### src/hdl/lpc_pkg.sv
// shared types, parameters and codes of the line printer canonicalizer
`default_nettype none
package lpc_pkg;

   localparam int CNT_W = 8;
   localparam int MAX_RES = 4;
   localparam int QUEUE_DEPTH = 2;
   localparam logic [CNT_W-1:0] CNT_MAX = {CNT_W{1'b1}};

   // character codes
   localparam logic [7:0] CH_ENQ = 8'o005;
   localparam logic [7:0] CH_BEL = 8'o007;
   localparam logic [7:0] CH_BS  = 8'o010;
   localparam logic [7:0] CH_HT  = 8'o011;
   localparam logic [7:0] CH_LF  = 8'o012;
   localparam logic [7:0] CH_FF  = 8'o014;
   localparam logic [7:0] CH_CR  = 8'o015;
   localparam logic [7:0] CH_SP  = 8'o040;
   localparam logic [7:0] PLOT_BIAS = 8'o100;

   // register indexes
   localparam logic [2:0] REG_FF_CAPABLE  = 3'd0;
   localparam logic [2:0] REG_INDENT_EN   = 3'd1;
   localparam logic [2:0] REG_CAN_BS      = 3'd2;
   localparam logic [2:0] REG_PLOT_ALLOW  = 3'd3;
   localparam logic [2:0] REG_PAGE_LENGTH = 3'd4;
   localparam logic [2:0] REG_PAGE_WIDTH  = 3'd5;
   localparam logic [2:0] REG_INDENT_COLS = 3'd6;

   typedef struct packed {
      logic [2:0]                 cnt;
      logic [MAX_RES-1:0][7:0]    code;
      logic [MAX_RES-1:0][7:0]    rep;
   } entry_type;

endpackage
`default_nettype wire

### src/hdl/lpc_front.sv
// front end: configuration registers, position state and result classification
`default_nettype none
module lpc_front (
   input  wire logic                clock,
   input  wire logic                reset,
   input  wire logic                item_valid,
   input  wire logic [7:0]          item_char,
   input  wire logic                csr_valid,
   input  wire logic [2:0]          csr_index,
   input  wire logic [7:0]          csr_data,
   output logic                     q_push,
   output lpc_pkg::entry_type       q_entry
);

   localparam int W = lpc_pkg::CNT_W;

   logic         ff_cap_ff, indent_en_ff, can_bs_ff, plot_allow_ff;
   logic [7:0]   page_len_ff, page_wid_ff, indent_cols_ff;

   logic [W-1:0] lc_ff, pc_ff, ll_ff, pl_ff;
   logic         plot_ff, elong_ff, lost_ff;

   logic [W-1:0] lc_in, pc_in, ll_in, pl_in;
   logic         plot_in, elong_in, lost_in;

   logic [2:0]   n;
   logic [W:0]   tab_sum;
   logic [7:0]   pch;
   logic         map_en;
   lpc_pkg::entry_type ent;

   function automatic logic [W-1:0] sat_inc(input logic [W-1:0] v);
      return (v == lpc_pkg::CNT_MAX) ? v : v + W'(1);
   endfunction

   function automatic logic [7:0] clamp_rep(input logic [W-1:0] v);
      return (v > W'(8'hff)) ? 8'hff : v[7:0];
   endfunction

   function automatic logic [7:0] plot_map(input logic [7:0] c);
      logic [7:0] r;
      r = lpc_pkg::PLOT_BIAS;
      for (int i = 0; i < 6; i++) begin
         r[5-i] = c[i];
      end
      return r;
   endfunction

   always_comb begin
      lc_in = lc_ff;
      pc_in = pc_ff;
      ll_in = ll_ff;
      pl_in = pl_ff;
      plot_in = plot_ff;
      elong_in = elong_ff;
      lost_in = lost_ff;
      n = 3'd0;
      ent = '0;
      pch = item_char;
      tab_sum = '0;
      map_en = 1'b0;
      if (plot_ff) begin
         if (item_char == lpc_pkg::CH_LF) begin
            plot_in = 1'b0;
         end
         map_en = (item_char != lpc_pkg::CH_LF);
         ent.code[0] = item_char;
         ent.rep[0] = 8'd1;
         n = 3'd1;
      end else begin
         case (item_char)
            lpc_pkg::CH_HT: begin
               tab_sum = ({1'b0, lc_ff} + (W+1)'(8)) & ~(W+1)'(7);
               lc_in = tab_sum[W] ? lpc_pkg::CNT_MAX : tab_sum[W-1:0];
            end
            lpc_pkg::CH_LF, lpc_pkg::CH_FF: begin
               if (item_char == lpc_pkg::CH_FF) begin
                  ll_in = (page_len_ff == 8'd0) ? '0 : W'(page_len_ff - 8'd1);
               end
               if (pc_ff != '0) begin
                  ent.code[n[1:0]] = lpc_pkg::CH_CR;
                  ent.rep[n[1:0]] = 8'd1;
                  n = n + 3'd1;
                  ent.code[n[1:0]] = lpc_pkg::CH_LF;
                  ent.rep[n[1:0]] = 8'd1;
                  n = n + 3'd1;
                  pc_in = '0;
                  pl_in = sat_inc(pl_in);
                  if (elong_ff) begin
                     pl_in = sat_inc(pl_in);
                  end
               end
               ll_in = sat_inc(ll_in);
               if (elong_ff) begin
                  ll_in = sat_inc(ll_in);
               end
               plot_in = 1'b0;
               elong_in = 1'b0;
               if (ll_in >= W'(page_len_ff)) begin
                  if ((pl_in != '0 || lost_ff) && ll_in > pl_in) begin
                     if (ff_cap_ff) begin
                        ent.code[n[1:0]] = lpc_pkg::CH_FF;
                        ent.rep[n[1:0]] = 8'd1;
                     end else begin
                        ent.code[n[1:0]] = lpc_pkg::CH_LF;
                        ent.rep[n[1:0]] = clamp_rep(ll_in - pl_in);
                     end
                     n = n + 3'd1;
                     lost_in = 1'b0;
                  end
                  pl_in = '0;
                  ll_in = '0;
               end
               lc_in = indent_en_ff ? W'(indent_cols_ff) : '0;
            end
            lpc_pkg::CH_CR: begin
               lc_in = indent_en_ff ? W'(indent_cols_ff) : '0;
            end
            lpc_pkg::CH_BS: begin
               if (lc_ff != '0) begin
                  lc_in = lc_ff - W'(1);
                  if (can_bs_ff && pc_ff != '0 && lc_in == pc_ff - W'(1)) begin
                     pc_in = pc_ff - W'(1);
                     ent.code[0] = lpc_pkg::CH_BS;
                     ent.rep[0] = 8'd1;
                     n = 3'd1;
                  end
               end
            end
            lpc_pkg::CH_SP: begin
               lc_in = sat_inc(lc_ff);
            end
            default: begin
               if (item_char == lpc_pkg::CH_ENQ && plot_allow_ff) begin
                  plot_in = 1'b1;
                  lost_in = 1'b1;
                  map_en = 1'b1;
               end
               if (item_char == lpc_pkg::CH_BEL && plot_allow_ff) begin
                  elong_in = 1'b1;
                  pch = lpc_pkg::CH_BS;
               end
               if (lc_ff < pc_ff) begin
                  ent.code[n[1:0]] = lpc_pkg::CH_CR;
                  ent.rep[n[1:0]] = 8'd1;
                  n = n + 3'd1;
                  pc_in = '0;
               end
               if (ll_ff > pl_ff) begin
                  ent.code[n[1:0]] = lpc_pkg::CH_LF;
                  ent.rep[n[1:0]] = clamp_rep(ll_ff - pl_ff);
                  n = n + 3'd1;
                  pl_in = ll_ff;
               end
               if (lc_ff < W'(page_wid_ff)) begin
                  if (lc_ff > pc_in) begin
                     ent.code[n[1:0]] = lpc_pkg::CH_SP;
                     ent.rep[n[1:0]] = clamp_rep(lc_ff - pc_in);
                     n = n + 3'd1;
                     pc_in = lc_ff;
                  end
                  ent.code[n[1:0]] = pch;
                  ent.rep[n[1:0]] = 8'd1;
                  n = n + 3'd1;
                  if (pch >= lpc_pkg::CH_SP) begin
                     pc_in = sat_inc(pc_in);
                  end
               end
               if (pch >= lpc_pkg::CH_SP) begin
                  lc_in = sat_inc(lc_ff);
               end
            end
         endcase
      end
      if (map_en) begin
         for (int i = 0; i < lpc_pkg::MAX_RES; i++) begin
            ent.code[i] = plot_map(ent.code[i]);
         end
      end
      ent.cnt = n;
   end

   assign q_push  = item_valid && (n != 3'd0);
   assign q_entry = ent;

   always_ff @(posedge clock) begin
      if (reset) begin
         ff_cap_ff <= 1'b1;
         indent_en_ff <= 1'b0;
         can_bs_ff <= 1'b0;
         plot_allow_ff <= 1'b1;
         page_len_ff <= 8'd66;
         page_wid_ff <= 8'd132;
         indent_cols_ff <= 8'd8;
      end else if (csr_valid) begin
         case (csr_index)
            lpc_pkg::REG_FF_CAPABLE:  ff_cap_ff <= csr_data[0];
            lpc_pkg::REG_INDENT_EN:   indent_en_ff <= csr_data[0];
            lpc_pkg::REG_CAN_BS:      can_bs_ff <= csr_data[0];
            lpc_pkg::REG_PLOT_ALLOW:  plot_allow_ff <= csr_data[0];
            lpc_pkg::REG_PAGE_LENGTH: page_len_ff <= csr_data;
            lpc_pkg::REG_PAGE_WIDTH:  page_wid_ff <= csr_data;
            lpc_pkg::REG_INDENT_COLS: indent_cols_ff <= csr_data;
            default: begin
            end
         endcase
      end
   end

   always_ff @(posedge clock) begin
      if (reset) begin
         lc_ff <= '0;
         pc_ff <= '0;
         ll_ff <= '0;
         pl_ff <= '0;
         plot_ff <= 1'b0;
         elong_ff <= 1'b0;
         lost_ff <= 1'b0;
      end else if (item_valid) begin
         lc_ff <= lc_in;
         pc_ff <= pc_in;
         ll_ff <= ll_in;
         pl_ff <= pl_in;
         plot_ff <= plot_in;
         elong_ff <= elong_in;
         lost_ff <= lost_in;
      end
   end

endmodule
`default_nettype wire

### src/hdl/lpc_queue.sv
// two-entry queue of classified result groups between front and back
`default_nettype none
module lpc_queue (
   input  wire logic                clock,
   input  wire logic                reset,
   input  wire logic                q_push,
   input  wire lpc_pkg::entry_type  q_entry,
   input  wire logic                q_pop,
   output logic                     q_full,
   output logic                     q_nonempty,
   output lpc_pkg::entry_type       q_head
);

   lpc_pkg::entry_type mem_ff [lpc_pkg::QUEUE_DEPTH];
   logic       wr_ptr_ff, rd_ptr_ff;
   logic [1:0] count_ff;

   assign q_full     = (count_ff == 2'(lpc_pkg::QUEUE_DEPTH));
   assign q_nonempty = (count_ff != 2'd0);
   assign q_head     = mem_ff[rd_ptr_ff];

   always_ff @(posedge clock) begin
      if (q_push) begin
         mem_ff[wr_ptr_ff] <= q_entry;
      end
   end

   always_ff @(posedge clock) begin
      if (reset) begin
         wr_ptr_ff <= 1'b0;
         rd_ptr_ff <= 1'b0;
         count_ff <= 2'd0;
      end else begin
         if (q_push) begin
            wr_ptr_ff <= ~wr_ptr_ff;
         end
         if (q_pop) begin
            rd_ptr_ff <= ~rd_ptr_ff;
         end
         if (q_push && !q_pop) begin
            count_ff <= count_ff + 2'd1;
         end else if (q_pop && !q_push) begin
            count_ff <= count_ff - 2'd1;
         end
      end
   end

endmodule
`default_nettype wire

### src/hdl/lpc_back.sv
// back end: walks each result group and drives the output register
`default_nettype none
module lpc_back (
   input  wire logic                clock,
   input  wire logic                reset,
   input  wire logic                q_nonempty,
   input  wire lpc_pkg::entry_type  q_head,
   output logic                     q_pop,
   input  wire logic                pop,
   output logic                     empty,
   output logic [7:0]               out_char,
   output logic [7:0]               repeat_count,
   output logic                     last_of_run
);

   logic       out_valid_ff, out_valid_in;
   logic [1:0] idx_ff, idx_in;
   logic [7:0] char_ff, rep_ff;
   logic       last_ff, last_in;
   logic       load;

   always_comb begin
      load = q_nonempty && (!out_valid_ff || pop);
      last_in = ({1'b0, idx_ff} == (q_head.cnt - 3'd1));
      q_pop = load && last_in;
      idx_in = idx_ff;
      if (load) begin
         idx_in = last_in ? 2'd0 : idx_ff + 2'd1;
      end
      if (load) begin
         out_valid_in = 1'b1;
      end else if (pop) begin
         out_valid_in = 1'b0;
      end else begin
         out_valid_in = out_valid_ff;
      end
   end

   always_ff @(posedge clock) begin
      if (reset) begin
         out_valid_ff <= 1'b0;
         idx_ff <= 2'd0;
      end else begin
         out_valid_ff <= out_valid_in;
         idx_ff <= idx_in;
      end
   end

   always_ff @(posedge clock) begin
      if (load) begin
         char_ff <= q_head.code[idx_ff];
         rep_ff <= q_head.rep[idx_ff];
         last_ff <= last_in;
      end
   end

   assign empty        = !out_valid_ff;
   assign out_char     = char_ff;
   assign repeat_count = rep_ff;
   assign last_of_run  = last_ff;

endmodule
`default_nettype wire

### src/hdl/line_printer_canonicalizer.sv
// top level of the line printer canonicalizer
//
//   channel  | handshake                    | payload
//   ---------+------------------------------+----------------------------------------
//   request  | push in, full out            | req_in_char
//   response | empty out, pop in            | rsp_out_char, rsp_repeat_count,
//            |                              | rsp_last_of_run
//   csr      | csr_valid in, csr_ready out  | csr_index, csr_data
//
// a character is classified in the cycle it is taken and yields zero to four results
// results leave one per cycle from the output register while pop takes them, and
// new characters are taken while earlier result groups still wait, unless full is high
// full rises when both entries of the two-entry result-group queue are occupied
// reset is synchronous; csr writes are always taken
`default_nettype none
module line_printer_canonicalizer (
   input  wire logic        clock,
   input  wire logic        reset,
   input  wire logic        push,
   output logic             full,
   input  wire logic [7:0]  req_in_char,
   output logic             empty,
   input  wire logic        pop,
   output logic [7:0]       rsp_out_char,
   output logic [7:0]       rsp_repeat_count,
   output logic             rsp_last_of_run,
   input  wire logic        csr_valid,
   output logic             csr_ready,
   input  wire logic [2:0]  csr_index,
   input  wire logic [7:0]  csr_data
);

   logic               item_valid;
   logic               q_push, q_pop, q_full, q_nonempty;
   lpc_pkg::entry_type q_entry, q_head;

   assign csr_ready  = 1'b1;
   assign full       = q_full;
   assign item_valid = push && !q_full;

   lpc_front u_front (
      .clock      (clock),
      .reset      (reset),
      .item_valid (item_valid),
      .item_char  (req_in_char),
      .csr_valid  (csr_valid),
      .csr_index  (csr_index),
      .csr_data   (csr_data),
      .q_push     (q_push),
      .q_entry    (q_entry)
   );

   lpc_queue u_queue (
      .clock      (clock),
      .reset      (reset),
      .q_push     (q_push),
      .q_entry    (q_entry),
      .q_pop      (q_pop),
      .q_full     (q_full),
      .q_nonempty (q_nonempty),
      .q_head     (q_head)
   );

   lpc_back u_back (
      .clock        (clock),
      .reset        (reset),
      .q_nonempty   (q_nonempty),
      .q_head       (q_head),
      .q_pop        (q_pop),
      .pop          (pop),
      .empty        (empty),
      .out_char     (rsp_out_char),
      .repeat_count (rsp_repeat_count),
      .last_of_run  (rsp_last_of_run)
   );

endmodule
`default_nettype wire

### config.mk
export PLATFORM = sky130hd
export DESIGN_NAME = line_printer_canonicalizer
export DESIGN_NICKNAME = d
export VERILOG_FILES = /design/src/hdl/lpc_pkg.sv /design/src/hdl/lpc_front.sv /design/src/hdl/lpc_queue.sv /design/src/hdl/lpc_back.sv /design/src/hdl/line_printer_canonicalizer.sv
export SDC_FILE = /design/constraint.sdc
export NUM_CORES = 1
export LEC_CHECK = 0
export BUFFER_PORTS_ARGS = -buffer_cell sky130_fd_sc_hd__buf_2
export CORE_MARGIN = 2
export CORE_UTILIZATION = 55
export DETAILED_ROUTE_END_ITERATION = 10
export PLACE_DENSITY = 0.72
export SLEW_MARGIN = 10
export SYNTH_ARGS = -nofsm -noshare
export SYNTH_HDL_FRONTEND = slang
export SYNTH_SLANG_ARGS = --single-unit
### constraint.sdc
create_clock -name clock -period 33.2 [get_ports clock]
set_clock_uncertainty 0.15 [all_clocks]
set_input_delay 3.32 -clock clock [delete_from_list [all_inputs] [get_ports clock]]
set_output_delay 3.32 -clock clock [all_outputs]
set_load 0.005 [all_outputs]
==> out/metrics.yaml <==
register_area_um2: 5960
path_common_cell: "ha_1"
power_density_nw_per_um2: 98.3
final_hold_viol_count: 0
synth.area.top_cells: "edfxtp_1, dfxtp_1, ha_1"
arrival_ns: 10.65
die_x_um: 167
cts_root_buffer: "clkbuf_16"
synth_ff_type: "edfxtp_1"
num_vias: 12400
synth_cell_types: 94
slew_violations: 0
grt.total_usage_pct: 28.6
cts_setup_buffers: 0
crit_type: "in2reg"
clk_path_buf_depth: 3
startpoint_type: "primary input"
core_um2: 26100
critical_path.reg2reg.startpoint: "u_front.page_len_ff[0]"
outcome: "finished, final reports clean"
fmax_mhz: 96.7
wl_per_cell_um: 21.4
r2r-end: "u_queue.count_ff[1]"
dieArea_um2: 27900
layout-drive-gt1-share_pct: 12.8
numClockSinks: 222
grt_max_degree: 68
yosys_warnings: 0
antenna_found_initial: 0
cpMaxStageDelayCell: "or4_4"
place_ws_ns: 22.45
multiInputGateArea_um2: 8110
critPathMaxStageDelay_ns: 0.50
dp_hpwl_um: 29100
p_leak_uw: 0.00561
synth_seq_cells: 222
dr.pass1.iters: 6
final_antenna_net_count: 0
cap_violations: 0
synth.top_cell.area_share_pct: 31.0
finalCritPeriodShare_pct: 31.2
finalSetupViolations: 0
drt-total-wl_um: 40000
synth_area_per_cell_um2: 9.67
finalWorstSetupSlack_ns: 22.86
nFillCells: 2200
slew_headroom_pct: 21.2
drt_iter0_markers: 1249
routabilityCongestion: 0.998
area_growth_pct: 9.27
reg2reg_setup_slack_ns: 25.24
overflow: 0
grt_pass1_vias: 11600
postSynthCellCount: 1512
crit_path_end: "u_queue.count_ff[1]"
tightest_slew_ns: 1.17
synth_edf_count: 151
final_nets: 1613
cp.required_ns: 33.50
max-vdd-ir-drop_mv: 0.0688
syn_area_um2: 14600
worstHoldStart: "u_front.indent_cols_ff[7]"
async_flop_share_pct: 0
clock_latency_ns: 0.55
cts_tree: "yes"
tns_ns: 0
io_buffers: 42
grt_setup_unrepaired: "no"
drc: 0
numCtsBuffers: 25
syn_nets: 1608
yosys.area.top_type: "edfxtp_1"
reg2reg_depth: 31
crit_start: "req_in_char[5]"
min_period_ns: 10.34
h-tree-depth: 1
fp.dieH_um: 167
final_common_cell: "edfxtp_1"
initial_utilization_pct: 56.1
diodes: 0
ctsHoldBuffers: 0
clk_pin_slew_ns: 0.06
worst_setup_path_end_kind: "register"
rows: 59
via_per_inst: 6.61
critPathMaxFanout: 19
ys_seq_area_share_pct: 40.7
hp-class: "reg2reg"
final_cell_mix: "edfxtp_1, nand2_1, nor2_1"
ios: 44
grt_pass1_wl_um: 64400
ctsResizeCount: 0
through the flow:
stage / cell area, um2 / instances / util, % / hold WS [ns] / power, uW
global placement: 15100 / 1825 / 57.9 / 0.301 / 1240
CTS: 16000 / 1870 / 61.3 / 0.318 / 1560
floorplan: 14600 / 1512 / - / 0.284 / 1040
finish: 16000 / 1870 / 61.3 / 0.323 / 1570
global route: 16000 / 1870 / 61.3 / 0.338 / 1660
detailed placement: 15100 / 1825 / 57.9 / 0.308 / 1260
per-layer routing:
| metal | part of all wire, % | global-route usage, % | vias to the layer above |
|---|---|---|---|
| met5 | 0 | 0 | - |
| met4 | 2.7 | 7.61 | 0 |
| met3 | 8.9 | 4.85 | 87 |
| met2 | 46 | 45.2 | 594 |
| met1 | 43 | 40.9 | 5951 |
| li1 | - | - | 5736 |
sequential cells by signal, summed over array words and instances (netlist names), named ones only:
| signal | flops |
|---|---|
| u_queue.mem_ff | 134 |
| u_back.out_char | 8 |
| u_back.repeat_count | 8 |
| u_front.indent_cols_ff | 8 |
| u_front.lc_ff | 8 |
| u_front.ll_ff | 8 |
| u_front.page_len_ff | 8 |
| u_front.page_wid_ff | 8 |
| u_front.pc_ff | 8 |
| u_front.pl_ff | 8 |
| u_back.idx_ff | 2 |
| u_queue.count_ff | 2 |
| u_back.last_of_run | 1 |
| u_back.out_valid_ff | 1 |
| u_front.can_bs_ff | 1 |
| u_front.elong_ff | 1 |
| u_front.ff_cap_ff | 1 |
| u_front.indent_en_ff | 1 |
| u_front.lost_ff | 1 |
| u_front.plot_allow_ff | 1 |
| u_front.plot_ff | 1 |
| u_queue.rd_ptr_ff | 1 |
| u_queue.wr_ptr_ff | 1 |
how the worst min path moves through the flow:
| stage | to | slack (ns) | cells after the start |
|---|---|---|---|
| 5_1_grt | u_front.indent_cols_ff[1] | 0.34 | 2 |
| 3_3_place_gp | u_front.indent_cols_ff[7] | 0.30 | 2 |
| 3_5_place_dp | u_front.indent_cols_ff[1] | 0.31 | 2 |
| 6_report | u_front.indent_cols_ff[7] | 0.32 | 2 |
| 4_1_cts | u_front.indent_cols_ff[1] | 0.32 | 2 |
| 2_1_floorplan | u_front.indent_cols_ff[1] | 0.28 | 2 |
synthesized netlist by cell type (24+ instances only):
| library cell | number |
|---|---|
| a21oi_1 | 112 |
| nor2_1 | 119 |
| inv_1 | 70 |
| nand2_1 | 139 |
| clkbuf_1 | 70 |
| ha_1 | 69 |
| nor3_1 | 41 |
| mux4_2 | 32 |
| nand3_1 | 35 |
| dfxtp_1 | 71 |
| xnor2_1 | 38 |
| o21ai_0 | 87 |
| mux2_2 | 24 |
| edfxtp_1 | 151 |
power breakdown:
group	switching [uW]	leakage [uW]	internal, uW	total, uW
logic	502	0.00317	274	775
clock network	112	0.000422	182	294
registers	37.9	0.00201	463	501
worst max-delay path, delay by kind of cell:
| family | cells | cell delay [ns] |
|---|---|---|
| AO/OA/AOI/OAI | 8 | 1.50 |
| XOR/XNOR | 2 | 0.62 |
| adder cells (fa/ha/maj) | 4 | 1.22 |
| buffers and inverters | 2 | 0.31 |
| AND/OR/NAND/NOR | 14 | 3.64 |
cell families after synthesis:
group | after synthesis | synth area share [%]
AOI/OAI and AO/OA | 430 | 20.0
xor gates and xnor gates | 55 | 3.44
adders and majority gates | 72 | 6.31
DFF | 222 | 40.7
buffers and inverters | 153 | 4.09
muxes | 73 | 7.94
other | 1 | 0.0256
and+or+nand+nor | 506 | 17.4
layout make-up:
class	count	area share (%)
multi-input combinational	1137	50.7
tap	335	2.62
clock buffer	31	4.18
clock inverter	14	1.32
inverter	70	1.64
timing repair buffer	61	2.21
sequential	222	37.3
Note: power is estimated with default switching activity, not from simulation.
